<file path="src/rtl/core/mlbc_pkg.sv">
`timescale 1ns / 1ps

package mlbc_pkg;

	// Build constants.
	localparam int NUM_LEDS   = 10;
	localparam int FRAME_BITS = 24;
	localparam int LED_W      = (NUM_LEDS > 1) ? $clog2(NUM_LEDS) : 1;
	localparam int SLOT_BITS  = 2 * NUM_LEDS;

	// Pattern codes as stored in the pattern table.
	localparam logic [3:0] PAT_OFF          = 4'd0;
	localparam logic [3:0] PAT_RED          = 4'd1;
	localparam logic [3:0] PAT_GREEN        = 4'd2;
	localparam logic [3:0] PAT_YELLOW       = 4'd3;
	localparam logic [3:0] PAT_RED_SLOW     = 4'd4;
	localparam logic [3:0] PAT_RED_FAST     = 4'd5;
	localparam logic [3:0] PAT_GREEN_FAST   = 4'd6;
	localparam logic [3:0] PAT_GREEN_SLOW   = 4'd7;
	localparam logic [3:0] PAT_YELLOW_SLOW  = 4'd8;
	localparam logic [3:0] PAT_YELLOW_FAST  = 4'd9;

	// Color codes of one slot.
	localparam logic [1:0] COLOR_OFF    = 2'd0;
	localparam logic [1:0] COLOR_RED    = 2'd1;
	localparam logic [1:0] COLOR_GREEN  = 2'd2;
	localparam logic [1:0] COLOR_YELLOW = 2'd3;

	// Configuration register indexes.
	localparam logic [2:0] CFG_FAST_ON     = 3'd0;
	localparam logic [2:0] CFG_FAST_PERIOD = 3'd1;
	localparam logic [2:0] CFG_SLOW_ON     = 3'd2;
	localparam logic [2:0] CFG_SLOW_PERIOD = 3'd3;
	localparam logic [2:0] CFG_REVERSE     = 3'd4;

	typedef struct packed {
		logic [3:0] fast_on_ticks;
		logic [3:0] fast_period;
		logic [3:0] slow_on_ticks;
		logic [3:0] slow_period;
		logic       reverse_order;
	} cfg_t;

	// Outcome of evaluating one LED on a tick.
	typedef struct packed {
		logic       slot_we;
		logic [1:0] color;
		logic [3:0] next_count;
	} led_upd_t;

	typedef enum logic [1:0] {
		ST_IDLE,
		ST_WALK,
		ST_EMIT
	} state_t;

endpackage

</file>
<file path="src/rtl/core/mlbc_led_unit.sv">
`timescale 1ns / 1ps

module mlbc_led_unit (
	input  logic [3:0]       pattern,
	input  logic [3:0]       count,
	input  mlbc_pkg::cfg_t   cfg,
	output mlbc_pkg::led_upd_t upd
);
	import mlbc_pkg::*;

	logic       blink;
	logic       use_slow;
	logic [1:0] blink_color;
	logic [3:0] on_ticks;
	logic [3:0] period;
	logic [4:0] count_inc;

	always_comb begin
		blink       = 1'b1;
		use_slow    = 1'b0;
		blink_color = COLOR_OFF;
		case (pattern)
			PAT_RED_SLOW: begin
				use_slow    = 1'b1;
				blink_color = COLOR_RED;
			end
			PAT_RED_FAST: begin
				blink_color = COLOR_RED;
			end
			PAT_GREEN_FAST: begin
				blink_color = COLOR_GREEN;
			end
			PAT_GREEN_SLOW: begin
				use_slow    = 1'b1;
				blink_color = COLOR_GREEN;
			end
			PAT_YELLOW_SLOW: begin
				use_slow    = 1'b1;
				blink_color = COLOR_YELLOW;
			end
			PAT_YELLOW_FAST: begin
				blink_color = COLOR_YELLOW;
			end
			default: begin
				blink = 1'b0;
			end
		endcase
	end

	assign on_ticks  = use_slow ? cfg.slow_on_ticks : cfg.fast_on_ticks;
	assign period    = use_slow ? cfg.slow_period : cfg.fast_period;
	assign count_inc = {1'b0, count} + 5'd1;

	always_comb begin
		upd.slot_we    = 1'b0;
		upd.color      = COLOR_OFF;
		upd.next_count = count;
		if (pattern inside {[PAT_OFF:PAT_YELLOW]}) begin
			upd.slot_we = 1'b1;
			upd.color   = pattern[1:0];
		end else if (blink) begin
			if (count < on_ticks) begin
				upd.slot_we = 1'b1;
				upd.color   = blink_color;
			end else if (count < period) begin
				upd.slot_we = 1'b1;
			end
			// The counter wraps to zero once it reaches the period.
			upd.next_count = (count_inc >= {1'b0, period}) ? 4'd0 : count_inc[3:0];
		end
	end

endmodule

</file>
<file path="src/rtl/core/multi_led_blink_controller.sv">
`timescale 1ns / 1ps

// Channel   Handshake                 Payload
// item      item_valid / item_stall   mode, led_index, pattern
// frame     frame_valid / frame_stall frame_bits
// config    cfg_we                    cfg_index, cfg_data
//
// A set beat is written straight into the pattern table.
// A tick walks the LEDs through one shared evaluation unit, one LED per cycle,
// and then loads the output register.
// Reset clears the pattern table, the blink counters, the color frame and the
// configuration to their power-up values at once; no clearing pass is needed.
// The frame waits in an output register; further set beats are taken while it
// waits, and a following tick holds in its emit state until the frame is taken.
module multi_led_blink_controller (
	input  logic        clk,
	input  logic        arst_n,
	input  logic        item_valid,
	output logic        item_stall,
	input  logic        mode,
	input  logic [3:0]  led_index,
	input  logic [3:0]  pattern,
	output logic        frame_valid,
	input  logic        frame_stall,
	output logic [mlbc_pkg::FRAME_BITS-1:0] frame_bits,
	input  logic        cfg_we,
	input  logic [2:0]  cfg_index,
	input  logic [3:0]  cfg_data
);
	import mlbc_pkg::*;

	state_t state_q, state_d;

	cfg_t                 cfg_q;
	logic [3:0]           pattern_q [NUM_LEDS];
	logic [3:0]           count_q   [NUM_LEDS];
	logic [SLOT_BITS-1:0] color_frame_q;
	logic [LED_W-1:0]     walk_idx_q;
	logic [LED_W-1:0]     slot;
	logic                 frame_valid_q;
	logic [FRAME_BITS-1:0] frame_q;

	logic     accept;
	logic     set_we;
	logic     walk_en;
	logic     emit;
	logic     last_led;
	led_upd_t upd;

	assign accept   = item_valid && !item_stall;
	assign set_we   = accept && !mode && (led_index < 4'(NUM_LEDS));
	assign last_led = (walk_idx_q == LED_W'(NUM_LEDS - 1));

	// The slot order inside the frame follows the reverse_order register.
	assign slot = cfg_q.reverse_order ? walk_idx_q : LED_W'(NUM_LEDS - 1) - walk_idx_q;

	// The one evaluation unit shared by every LED of the walk.
	mlbc_led_unit u_led_unit (
		.pattern (pattern_q[walk_idx_q]),
		.count   (count_q[walk_idx_q]),
		.cfg     (cfg_q),
		.upd     (upd)
	);

	// Next-state logic.
	always_comb begin
		state_d = state_q;
		case (state_q)
			ST_IDLE: begin
				if (accept && mode) begin
					state_d = ST_WALK;
				end
			end
			ST_WALK: begin
				if (last_led) begin
					state_d = ST_EMIT;
				end
			end
			ST_EMIT: begin
				if (!frame_valid_q || !frame_stall) begin
					state_d = ST_IDLE;
				end
			end
			default: begin
				state_d = ST_IDLE;
			end
		endcase
	end

	// Output logic of the sequencer.
	always_comb begin
		item_stall = 1'b1;
		walk_en    = 1'b0;
		emit       = 1'b0;
		case (state_q)
			ST_IDLE: begin
				item_stall = 1'b0;
			end
			ST_WALK: begin
				walk_en = 1'b1;
			end
			ST_EMIT: begin
				emit = !frame_valid_q || !frame_stall;
			end
			default: begin
				item_stall = 1'b1;
			end
		endcase
	end

	always_ff @(posedge clk or negedge arst_n) begin
		if (!arst_n) begin
			state_q <= ST_IDLE;
		end else begin
			state_q <= state_d;
		end
	end

	// Configuration registers.
	always_ff @(posedge clk or negedge arst_n) begin
		if (!arst_n) begin
			cfg_q.fast_on_ticks <= 4'd1;
			cfg_q.fast_period   <= 4'd2;
			cfg_q.slow_on_ticks <= 4'd5;
			cfg_q.slow_period   <= 4'd10;
			cfg_q.reverse_order <= 1'b0;
		end else if (cfg_we) begin
			case (cfg_index)
				CFG_FAST_ON:     cfg_q.fast_on_ticks <= cfg_data;
				CFG_FAST_PERIOD: cfg_q.fast_period   <= cfg_data;
				CFG_SLOW_ON:     cfg_q.slow_on_ticks <= cfg_data;
				CFG_SLOW_PERIOD: cfg_q.slow_period   <= cfg_data;
				CFG_REVERSE:     cfg_q.reverse_order <= cfg_data[0];
				default: begin
				end
			endcase
		end
	end

	// Walk index: it is zero whenever the sequencer idles.
	always_ff @(posedge clk or negedge arst_n) begin
		if (!arst_n) begin
			walk_idx_q <= '0;
		end else if (walk_en) begin
			walk_idx_q <= last_led ? '0 : walk_idx_q + LED_W'(1);
		end
	end

	// Pattern table, blink counters and the color frame.
	always_ff @(posedge clk or negedge arst_n) begin
		if (!arst_n) begin
			for (int i = 0; i < NUM_LEDS; i++) begin
				pattern_q[i] <= PAT_OFF;
				count_q[i]   <= 4'd0;
			end
			color_frame_q <= '0;
		end else begin
			if (set_we) begin
				pattern_q[led_index[LED_W-1:0]] <= pattern;
			end
			if (walk_en) begin
				count_q[walk_idx_q] <= upd.next_count;
				if (upd.slot_we) begin
					color_frame_q[2*slot +: 2] <= upd.color;
				end
			end
		end
	end

	// Output register: the frame sits above four zero bits.
	always_ff @(posedge clk or negedge arst_n) begin
		if (!arst_n) begin
			frame_valid_q <= 1'b0;
		end else if (emit) begin
			frame_valid_q <= 1'b1;
		end else if (!frame_stall) begin
			frame_valid_q <= 1'b0;
		end
	end

	always_ff @(posedge clk) begin
		if (emit) begin
			frame_q <= FRAME_BITS'({color_frame_q, 4'b0000});
		end
	end

	assign frame_valid = frame_valid_q;
	assign frame_bits  = frame_q;

endmodule

</file>
<file path="config.mk">
export PLATFORM = sky130hd
export DESIGN_NAME = multi_led_blink_controller
export DESIGN_NICKNAME = d
export VERILOG_FILES = /design/src/rtl/core/mlbc_pkg.sv /design/src/rtl/core/mlbc_led_unit.sv /design/src/rtl/core/multi_led_blink_controller.sv
export SDC_FILE = /design/constraint.sdc
export NUM_CORES = 1
export LEC_CHECK = 0
export BUFFER_PORTS_ARGS = -buffer_cell sky130_fd_sc_hd__clkbuf_2
export CAP_MARGIN = 10
export CORE_MARGIN = 3
export CORE_UTILIZATION = 60
export CTS_CLUSTER_SIZE = 28
export DETAILED_ROUTE_END_ITERATION = 10
export GPL_TIMING_DRIVEN = 0
export PLACE_DENSITY = 0.78
export SLEW_MARGIN = 0
export SYNTH_ARGS = -nofsm -noshare
export SYNTH_HDL_FRONTEND = slang
export SYNTH_SLANG_ARGS = --single-unit
</file>
<file path="constraint.sdc">
create_clock -name clk -period 5.9 [get_ports clk]
set_input_delay 0.885 -clock clk [delete_from_list [all_inputs] [get_ports clk]]
set_output_delay 0.885 -clock clk [all_outputs]
set_load 0.02 [all_outputs]
</file>
==> summary.txt <==
Run status
  – Status: completed

Placement
  – Port bufs: 38
  – Area after DPL: 0.00761 mm^2
  – Detailed placement HPWL: 10200 um
  – Routability-driven placement congestion ratio: 0.851

GRT
  – GRT Overall Usage: 0.235
  – Initial antenna violation count: 0
  – Total congestion overflow: 0
  – Largest net degree at the start of global routing: 120
  – Number of global-route vias before repair: 4780
  – First-pass GRT wire length: 24100 um

Drt
  – WL final: 14600 um
  – Vias/cell: 6.08
  – DRC viols: 0
  – Antenna-violating nets left: 0
  – Post-DR wirelength/cell: 18.8 um
  – Vias post-DR: 4715
  – Initial drt markers: 383
  – DRT Pass-1 Iters: 5

Power
  – Switching Fraction: 0.381
  – Internal power: 2.70 mW
  – Clock Power Share: 0.257
  – Share of power burned in registers: 0.320
  – Leak Pwr: 3.72 nW
  – Comb pwr share: 0.423
  – Sw power: 1.67 mW
  – Max VDD drop: 0.416 mV
  – PD cells: 531 mW/mm^2

Setup path
  – Crit path arrival time: 5.46 ns
  – CP Cell Sequence: clkbuf_2 -> buf_4 -> buf_6 -> mux2i_1 -> nor3_1 -> a211oi_4 -> xnor2_1 -> a22o_1 -> clkbuf_1 -> mux2i_1 -> ha_1 -> nor2b_1 -> o21a_1 -> o21ai_0 -> nand2b_1 -> o21ai_0 -> a32oi_1 -> a21boi_1 -> mux2_2
  – CP endpoint kind: register
  – Max stage delay on crit path: 0.43 ns
  – Crit path launch type: register
  – Crit path required time: 6.22 ns
  – Crit Path Max Fanout: 10
  – Critical setup path kind: register to register
  – Slowest cell on the critical path: dfrtp_1

Hold path
  – Hold Crit Class: input pin to async pin

Synth
  – Largest family of logic cells by synthesized area: multiplexers
  – XOR/XNOR share of the synthesized area: 0.00855
  – EDFF count, synth: 20
  – Synth warnings: 0
  – Synth Instances: 557
  – Synth unique cells: 71
  – Post-Synth Simple-Gate Area: 0.0904
  – Synth Area in Compound Gates: 0.0998
  – Mapped Area: 0.00717 mm^2
  – Flops & latches, synth: 144
  – Asr flop ratio synth: 0.861
  – Synth Area in Adders: 0.0366
  – Mux cell area share after synthesis: 0.226
  – Sequential area share after synthesis: 0.517
  – Ys flop type: dfrtp_1
  – Avg Cell Area, Syn: 12.9 um^2

STA
  – Final period util: 0.871
  – Setup TNS: 0 ns
  – Hold Vio Cnt, Final: 0
  – Slew Viols, Final: 0
  – Max transition margin: 0.361
  – Post-Route Skew: 0.00839 ns
  – RSZ-0062 raised after global routing: false
  – Worst Tran Pin Value: 0.946 ns
  – Final min period: 5.14 ns
  – Setup-failing EPs final: 0
  – Peak Freq: 195 MHz

Floorplan
  – Starting Density: 0.620
  – I/O Pins: 47
  – Die height: 115 um
  – Die extent in x: 115 um
  – Die area: 0.0133 mm^2
  – Core ar.: 0.0116 mm^2
  – Cell Rows: 39

CTS
  – Clock sinks: 144
  – CTS clk-pin slew, worst paths: 0.07 ns
  – Root buf cell: clkbuf_16
  – CTS resizes: 0
  – CTS Buf Count: 17
  – H-tree lvl count: 4
  – Clock Latency Late Sink: 0.43 ns
  – CTS tree: yes
  – # hold bufs at CTS: 0
  – Post-CTS setup buffers: 0
  – Clock Path Buffers: 2

Cells and area
  – Final Cell Area: 0.00823 mm^2
  – Share of cells above drive strength 1: 0.337
  – Nets: 661
  – Layout area overhead: 14.8%
  – # diodes: 0

Job
  – Max cap viols: 0
[metal layers]
metal | global-route usage | up-vias | part of all wire
li1 | - | 2183 | -
met1 | 0.308 | 2374 | 0.43
met2 | 0.385 | 129 | 0.51
met3 | 0.0584 | 29 | 0.047
met4 | 0.0829 | 0 | 0.017
met5 | 0 | - | 0
[registers in the layout (all words and copies together) (netlist names)]
register	cells
pattern_q	40
frame_bits	20
walk_idx_q	4
frame_valid	1
state_q	2
cfg_q	17
count_q	40
color_frame_q	20
[synthesized netlist by cell type (2+ instances only)]
| cell type | number | area share |
|---|---|---|
| edfxtp_1 | 20 | 0.084 |
| a211oi_4 | 2 | 0.0056 |
| nor4bb_1 | 2 | 0.0028 |
| buf_1 | 4 | 0.0021 |
| nand4_1 | 2 | 0.0017 |
| a32o_1 | 2 | 0.0028 |
| mux2i_1 | 20 | 0.028 |
| buf_4 | 5 | 0.0052 |
| a211oi_1 | 3 | 0.0031 |
| a21boi_0 | 2 | 0.0021 |
| clkbuf_1 | 5 | 0.0026 |
| nor4_1 | 2 | 0.0017 |
| a21boi_1 | 4 | 0.0042 |
| nor3_1 | 7 | 0.0049 |
| o21a_1 | 4 | 0.0042 |
| a22o_1 | 2 | 0.0024 |
| nand3_1 | 9 | 0.0063 |
| nor2_1 | 20 | 0.010 |
| buf_6 | 3 | 0.0047 |
| and3_1 | 3 | 0.0026 |
| a21oi_1 | 12 | 0.0084 |
| xnor2_1 | 5 | 0.0061 |
| dfrtp_1 | 118 | 0.41 |
| dfstp_2 | 6 | 0.022 |
| a22oi_1 | 5 | 0.0052 |
| mux2_2 | 92 | 0.14 |
| xor2_1 | 2 | 0.0024 |
| mux2_1 | 10 | 0.016 |
| buf_2 | 2 | 0.0014 |
| o21ai_2 | 5 | 0.0061 |
| o21ai_0 | 30 | 0.021 |
| nor2b_1 | 7 | 0.0061 |
| and2_1 | 6 | 0.0052 |
| nand2b_1 | 10 | 0.0087 |
| inv_1 | 8 | 0.0042 |
| nand2_1 | 47 | 0.025 |
| nand3b_1 | 2 | 0.0021 |
| ha_1 | 21 | 0.037 |
| o22ai_1 | 3 | 0.0026 |
| nor3b_1 | 2 | 0.0021 |
| mux4_2 | 12 | 0.038 |
| or3_1 | 2 | 0.0017 |
[critical path: cells and delay by family, from the launching register on]
kind                     cells  cell delay [ns]
flip-flops                   1             0.43
AO/OA/AOI/OAI                7             1.74
multiplexers                 3             0.98
XOR/XNOR                     1             0.27
AND/OR/NAND/NOR              3             0.35
adder cells (fa/ha/maj)      1             0.29
buffers and inverters        4             0.95
[logic make-up after synthesis]
| group | after synthesis |
|---|---|
| simple gates | 128 |
| flops | 144 |
| fa+ha+maj | 21 |
| other cells | 1 |
| mux | 134 |
| xor+xnor | 7 |
| compound gates | 94 |
| buf+inv | 28 |
[power by group through the flow]
stage / Sequential [mW] / Clock (mW) / Combinational (mW)
2_1_floorplan: 1.37 / 0 / 1.41
3_3_place_gp: 1.39 / 0 / 1.76
3_5_place_dp: 1.41 / 0 / 1.83
4_1_cts: 1.40 / 1.14 / 1.85
5_1_grt: 1.43 / 1.19 / 2.04
6_report: 1.40 / 1.12 / 1.85
[cell usage in the layout, fill, tap and decap left out, types with 4 or more instances in the layout]
master,synthesis,final
clkbuf_2,1,38
a21boi_1,4,4
xnor2_1,5,5
inv_1,8,8
nand2b_1,10,10
o21ai_2,5,5
buf_1,4,4
o21ai_0,30,30
nand3_1,9,9
nor2b_1,7,7
clkbuf_1,5,5
dfstp_2,6,6
edfxtp_1,20,20
mux2_1,10,10
conb_1,1,4
dfrtp_1,118,118
a21oi_1,12,11
nand2_1,47,47
mux2_2,92,92
buf_4,5,5
o21a_1,4,4
a22oi_1,5,5
ha_1,21,21
mux4_2,12,12
nor2_1,20,20
and2_1,6,6
clkbuf_16,0,17
nor3_1,7,7
mux2i_1,20,20
[worst paths after layout]
kind                                                   start                           end  slack (ns)  cells after the start
worst max register to register     walk_idx_q[1]$_DFFE_PN0P_  color_frame_q[3]$_DFFE_PN0P_        0.76                     19
worst max-delay path               walk_idx_q[1]$_DFFE_PN0P_  color_frame_q[3]$_DFFE_PN0P_        0.76                     19
worst min register to register  color_frame_q[0]$_DFFE_PN0P_       frame_bits[4]$_DFFE_PP_        0.44                      0
worst min-delay path                                  arst_n          cfg_q[0]$_DFFE_PN0P_        0.27                      1
max in group asynchronous                             arst_n       count_q[17]$_DFFE_PN0P_        4.84                      2
min in group clk                color_frame_q[0]$_DFFE_PN0P_       frame_bits[4]$_DFFE_PP_        0.44                      0
[layout make-up]
cell class / count / area [um^2]
sequential: 144 / 3710
fill: 800 / 3330
multi-input combinational: 388 / 3330
clock buffer: 17 / 425
timing repair buffer: 40 / 241
clock inverter: 15 / 199
tap: 143 / 179
buffer: 20 / 120
inverter: 8 / 30.0
[through the flow]
step	utilization	instances	power [mW]	hold WS, ns	setup slack (ns)
finish	0.712	775	4.37	0.267	0.761
floorplan	-	560	2.78	0.418	1.63
detailed placement	0.658	743	3.24	0.432	0.824
global placement	0.653	741	3.14	0.427	0.938
CTS	0.712	775	4.39	0.257	0.793
global route	0.712	775	4.66	0.253	0.416
Note: power is estimated with default switching activity, not from simulation.
